<file path="src/rtl/core/drtu_ram.sv">
module drtu_ram #(
    parameter int WIDTH = 8,
    parameter int DEPTH = 64
) (
    input  logic                     clk,
    input  logic                     we,
    input  logic [$clog2(DEPTH)-1:0] waddr,
    input  logic [WIDTH-1:0]         wdata,
    input  logic [$clog2(DEPTH)-1:0] raddr,
    output logic [WIDTH-1:0]         rdata
);

    logic [WIDTH-1:0] mem [DEPTH];

    always_ff @(posedge clk)
    begin
        if (we)
        begin
            mem[waddr] <= wdata;
        end
        rdata <= mem[raddr];
    end

endmodule

</file>
<file path="config.mk">
export PLATFORM = sky130hd
export DESIGN_NAME = drtu_ram
export DESIGN_NICKNAME = d
export VERILOG_FILES = /design/src/rtl/core/drtu_ram.sv
export SDC_FILE = /design/constraint.sdc
export NUM_CORES = 1
export LEC_CHECK = 0
export ABC_AREA = 1
export BUFFER_PORTS_ARGS = -buffer_cell sky130_fd_sc_hd__clkbuf_2
export CAP_MARGIN = 20
export CORE_UTILIZATION = 35
export DETAILED_ROUTE_END_ITERATION = 10
export GPL_TIMING_DRIVEN = 0
export PLACE_DENSITY = 0.49
export SKIP_CTS_REPAIR_TIMING = 1
export SLEW_MARGIN = 15
export SYNTH_ARGS = -nofsm -noshare
export SYNTH_HDL_FRONTEND = slang
export SYNTH_SLANG_ARGS = --single-unit
</file>
<file path="constraint.sdc">
create_clock -name clk -period 2.5 [get_ports clk]
set_clock_uncertainty 0.15 [all_clocks]
set_input_delay 0.125 -clock clk [delete_from_list [all_inputs] [get_ports clk]]
set_output_delay 0.125 -clock clk [all_outputs]
set_load 0.005 [all_outputs]
</file>
==> run_results.csv <==
group,metric,value,unit
die,die_w,249,microns
worst_setup_path,crit_path_end_kind,"flip-flop",
synth,netlist_area,21300,sq um
timing,final.period_utilization,0.891,
min_path,hp-start,"raddr[4]",
pwr,switching_share,0.232,
pwr,power.combinational.fraction,0.072,
synth,synth_edf_count,512,
synth,netlist_instances,1805,
finish,layout.cell_area.non_filler,24600,sq um
global_route,globalRoute.totalOverflow,0,
die,row_count,90,
finish,nets,1931,
timing,rsz0062_at_grt,"no",
min_path,timing.hold.worst_path_depth,4,
timing,fmaxAchievable,449,MHz
timing,whs,-0.00772,ns
synth,synthDistinctLibCells,16,
worst_setup_path,worst_r2r_path_depth,8,
pwr,p_leak,8.86,nW
clock_tree,tritoncts,"built",
outcome,failed_checks,"hold timing",
timing,tightest_slew,1.04,ns
die,die_h,249,microns
worst_setup_path,timing_worst_setup_path_type,"in -> reg",
synth,yosysMostFrequentCell,"sky130_fd_sc_hd__nand2_1",
routing,drt_first_iter_violations,1473,
routing,routed_wl,67.4,mm
routing,detailedRoute.firstPassIterationCount,5,
pwr,pwr-share-seq,0.506,
synth,syn_nets,1827,
pwr,p_switching,4.42,mW
worst_setup_path,critPathMaxStageDelay,1.04,ns
timing,final-max-slew-violation-count,0,
timing,period_needed,2.23,ns
global_route,grt_pass1_wl,96.3,mm
synth,ffs_w_async_s_r_synth,0,
synth,synth.area.mux_share,0,
global_route,antenna_violations_before_repair,5,
synth,ys_ff_latch,520,
timing,setup_total_negative_slack,0,ns
synth,synthDominantCellAreaShare,0.720,
clock_tree,source_to_sink_clock_delay_at_the_later_pin_of_the_worst_skew_pair,0.62,ns
synth,post_synth_xor_area_fraction,0,
die,die_area,62000,sq um
routing,drtAntennaViolNets,0,
synth,synth_seq_area_share,0.728,
clock_tree,cts_num_sinks,520,
timing,maxSlewHeadroom,0.302,
die,initial_core_util,0.354,
timing,final_hold_viol_count,1,
synth,synth_top_family_by_area,"simple AND/OR/NAND/NOR gates",
synth,synth_compound_area_frac,0,
global_route,met1_global_route_usage,0.316,
global_route,grt_usage,0.217,
synth,yosys-top-cells-area,"sky130_fd_sc_hd__edfxtp_1 72%, sky130_fd_sc_hd__nand2_1 11%, sky130_fd_sc_hd__nand3_1 10%",
worst_setup_path,worstPathCellList,"clkbuf_1, inv_1, nand4_1, nor2_1",
synth,ys_top_cells_by_count,"648 x sky130_fd_sc_hd__nand2_1, 512 x sky130_fd_sc_hd__edfxtp_1, 439 x sky130_fd_sc_hd__nand3_1",
pwr,power.ir.vdd_worst,0.000495,V
die,core-area,60200,sq um
placed_design,hpwlAfterDp,46.5,mm
worst_setup_path,timing.critical_path.slowest_stage_cell,"sky130_fd_sc_hd__nor2_1",
global_route,top_usage_layer,"met2",
run,drv.max_cap_violation_count,0,
synth,yosys_warnings,0,
synth,synth_fa_ha_area_frac,0,
placed_design,placement.cell_area,22700,sq um
placed_design,port_buffers,21,
synth,postSynthAreaPerCell,11.8,sq um
pwr,totalPowerFinal,19.1,mW
finish,layout-drive-gt1-share,0.111,
worst_setup_path,crit-reg2reg-launch,"mem[31][3]",
timing,finalSetupViolCount,0,
clock_tree,cts_made_buffers,54,
worst_setup_path,critical_path.reg2reg.endpoint,"rdata[3]",
pwr,internal_power,14.7,mW
min_path,worst_hold_path.endpoint,"rdata[4]",
finish,num-fill-cells,5663,
outcome,status,"finished, violations left",
global_route,via_count_of_the_first_global_routing_pass,13405,
worst_setup_path,worstPathArrival,2.30,ns
min_path,timing.hold.worst.class,"in -> reg",
routing,drcViolationCount,0,
pwr,clock_power_share,0.422,
die,i_o_pin_cnt,30,
routing,vias,14294,
clock_tree,cts-root-to-sink-buffers,3,
global_route,pin_count_of_the_biggest_net_entering_global_routing,65,
clock_tree,cts_htree_levels,2,
synth,yosys_most_used_dff,"sky130_fd_sc_hd__edfxtp_1",
clock_tree,clock-root-buffer,"sky130_fd_sc_hd__clkbuf_16",
placed_design,routability_congestion_estimate_from_global_placement,0.911,
routing,via_per_inst,5.22,
pwr,power_density,776,nW/um^2
worst_setup_path,critical_path.max_fanout,9,
clock_tree,clk_pin_slew,0.06,ns
synth,post_synthesis_simple_gate_area_fraction,0.232,
worst_setup_path,rrSetupSlack,0.86,ns
synth,synth_top_cell_by_area,"sky130_fd_sc_hd__edfxtp_1",
global_route,met3_usage,0.0328,
routing,wl_per_cell,24.6,microns
finish,syn_to_final_growth,15.2,%
worst_setup_path,timing.critical_path.from_type,"primary input",
global_route,grt.met2_usage,0.337,
worst_setup_path,cp.required,2.57,ns
cells by family (layout without fill, tap and decap cells):
family,after synthesis,in the layout
buffers and inverters,125,275
DFF,520,520
other,0,3
and+or+nand+nor,1160,1160
worst max-delay path by stage:
stage          slack [ns]    endpoint  cells after the start     start
2_1_floorplan        0.46  mem[48][0]                      3        we
4_1_cts              0.29  mem[26][7]                      4  waddr[0]
6_report             0.27  mem[27][7]                      4  waddr[2]
3_3_place_gp        -0.93  mem[48][7]                      3        we
5_1_grt              0.23  mem[24][7]                      4  waddr[0]
3_5_place_dp        -0.35  mem[26][5]                      4  waddr[0]
power groups by stage:
stage               Clock (mW)  Sequential [mW]  Combinational [mW]
floorplan                    0             9.85               0.678
global placement             0             9.86                1.30
detailed placement           0             9.85                1.35
CTS                       8.15             9.67                1.36
global route              8.43             9.67                1.47
finish                    8.05             9.66                1.37
worst max-delay path, delay by kind of cell:
family	cells	cell delay [ns]
buffers and inverters	2	0.51
AND/OR/NAND/NOR	2	1.66
per-stage QoR:
stage / hold slack, ns / worst slack [ns] / utilization / cells
floorplan: 0.0739 / 0.459 / - / 1805
CTS: -0.335 / 0.294 / 0.407 / 2728
global placement: 0.349 / -0.932 / 0.372 / 2608
detailed placement: 0.301 / -0.346 / 0.377 / 2626
global route: 0.0210 / 0.234 / 0.408 / 2737
finish: -0.00772 / 0.272 / 0.408 / 2740
per-layer routing:
layer	wire [microns]	up-vias	share of wire
li1	-	6578	-
met1	30700	7089	0.46
met2	30500	521	0.45
met3	4520	100	0.067
met4	1600	6	0.024
met5	32	-	0.00047
final cells by class:
class,instances,area [sq um],area share
clock buffers,80,1570,0.0640
diodes,3,7.51,0.000305
well taps,782,978,0.0398
inverters,12,50.0,0.00204
flip-flops and latches,520,15500,0.632
repair buffers,48,463,0.0188
multi-input cells,1160,5000,0.203
clock inverters,22,181,0.00738
plain buffers,113,808,0.0329
registers in the layout, indices dropped and copies added, names as in the netlist:
name   count
mem      512
rdata      8
placed cells by master (no fill, tap or decap), drive strengths merged:
master	n
inv	12
nor4	8
diode	3
clkinv	18
bufinv	3
nand4	9
clkbuf	116
dlygate4sd3	9
nand2	648
buf	116
nand3	439
clkinvlp	1
nor2	56
edfxtp	512
dfxtp	8
Power figures use the tool's default switching activity.
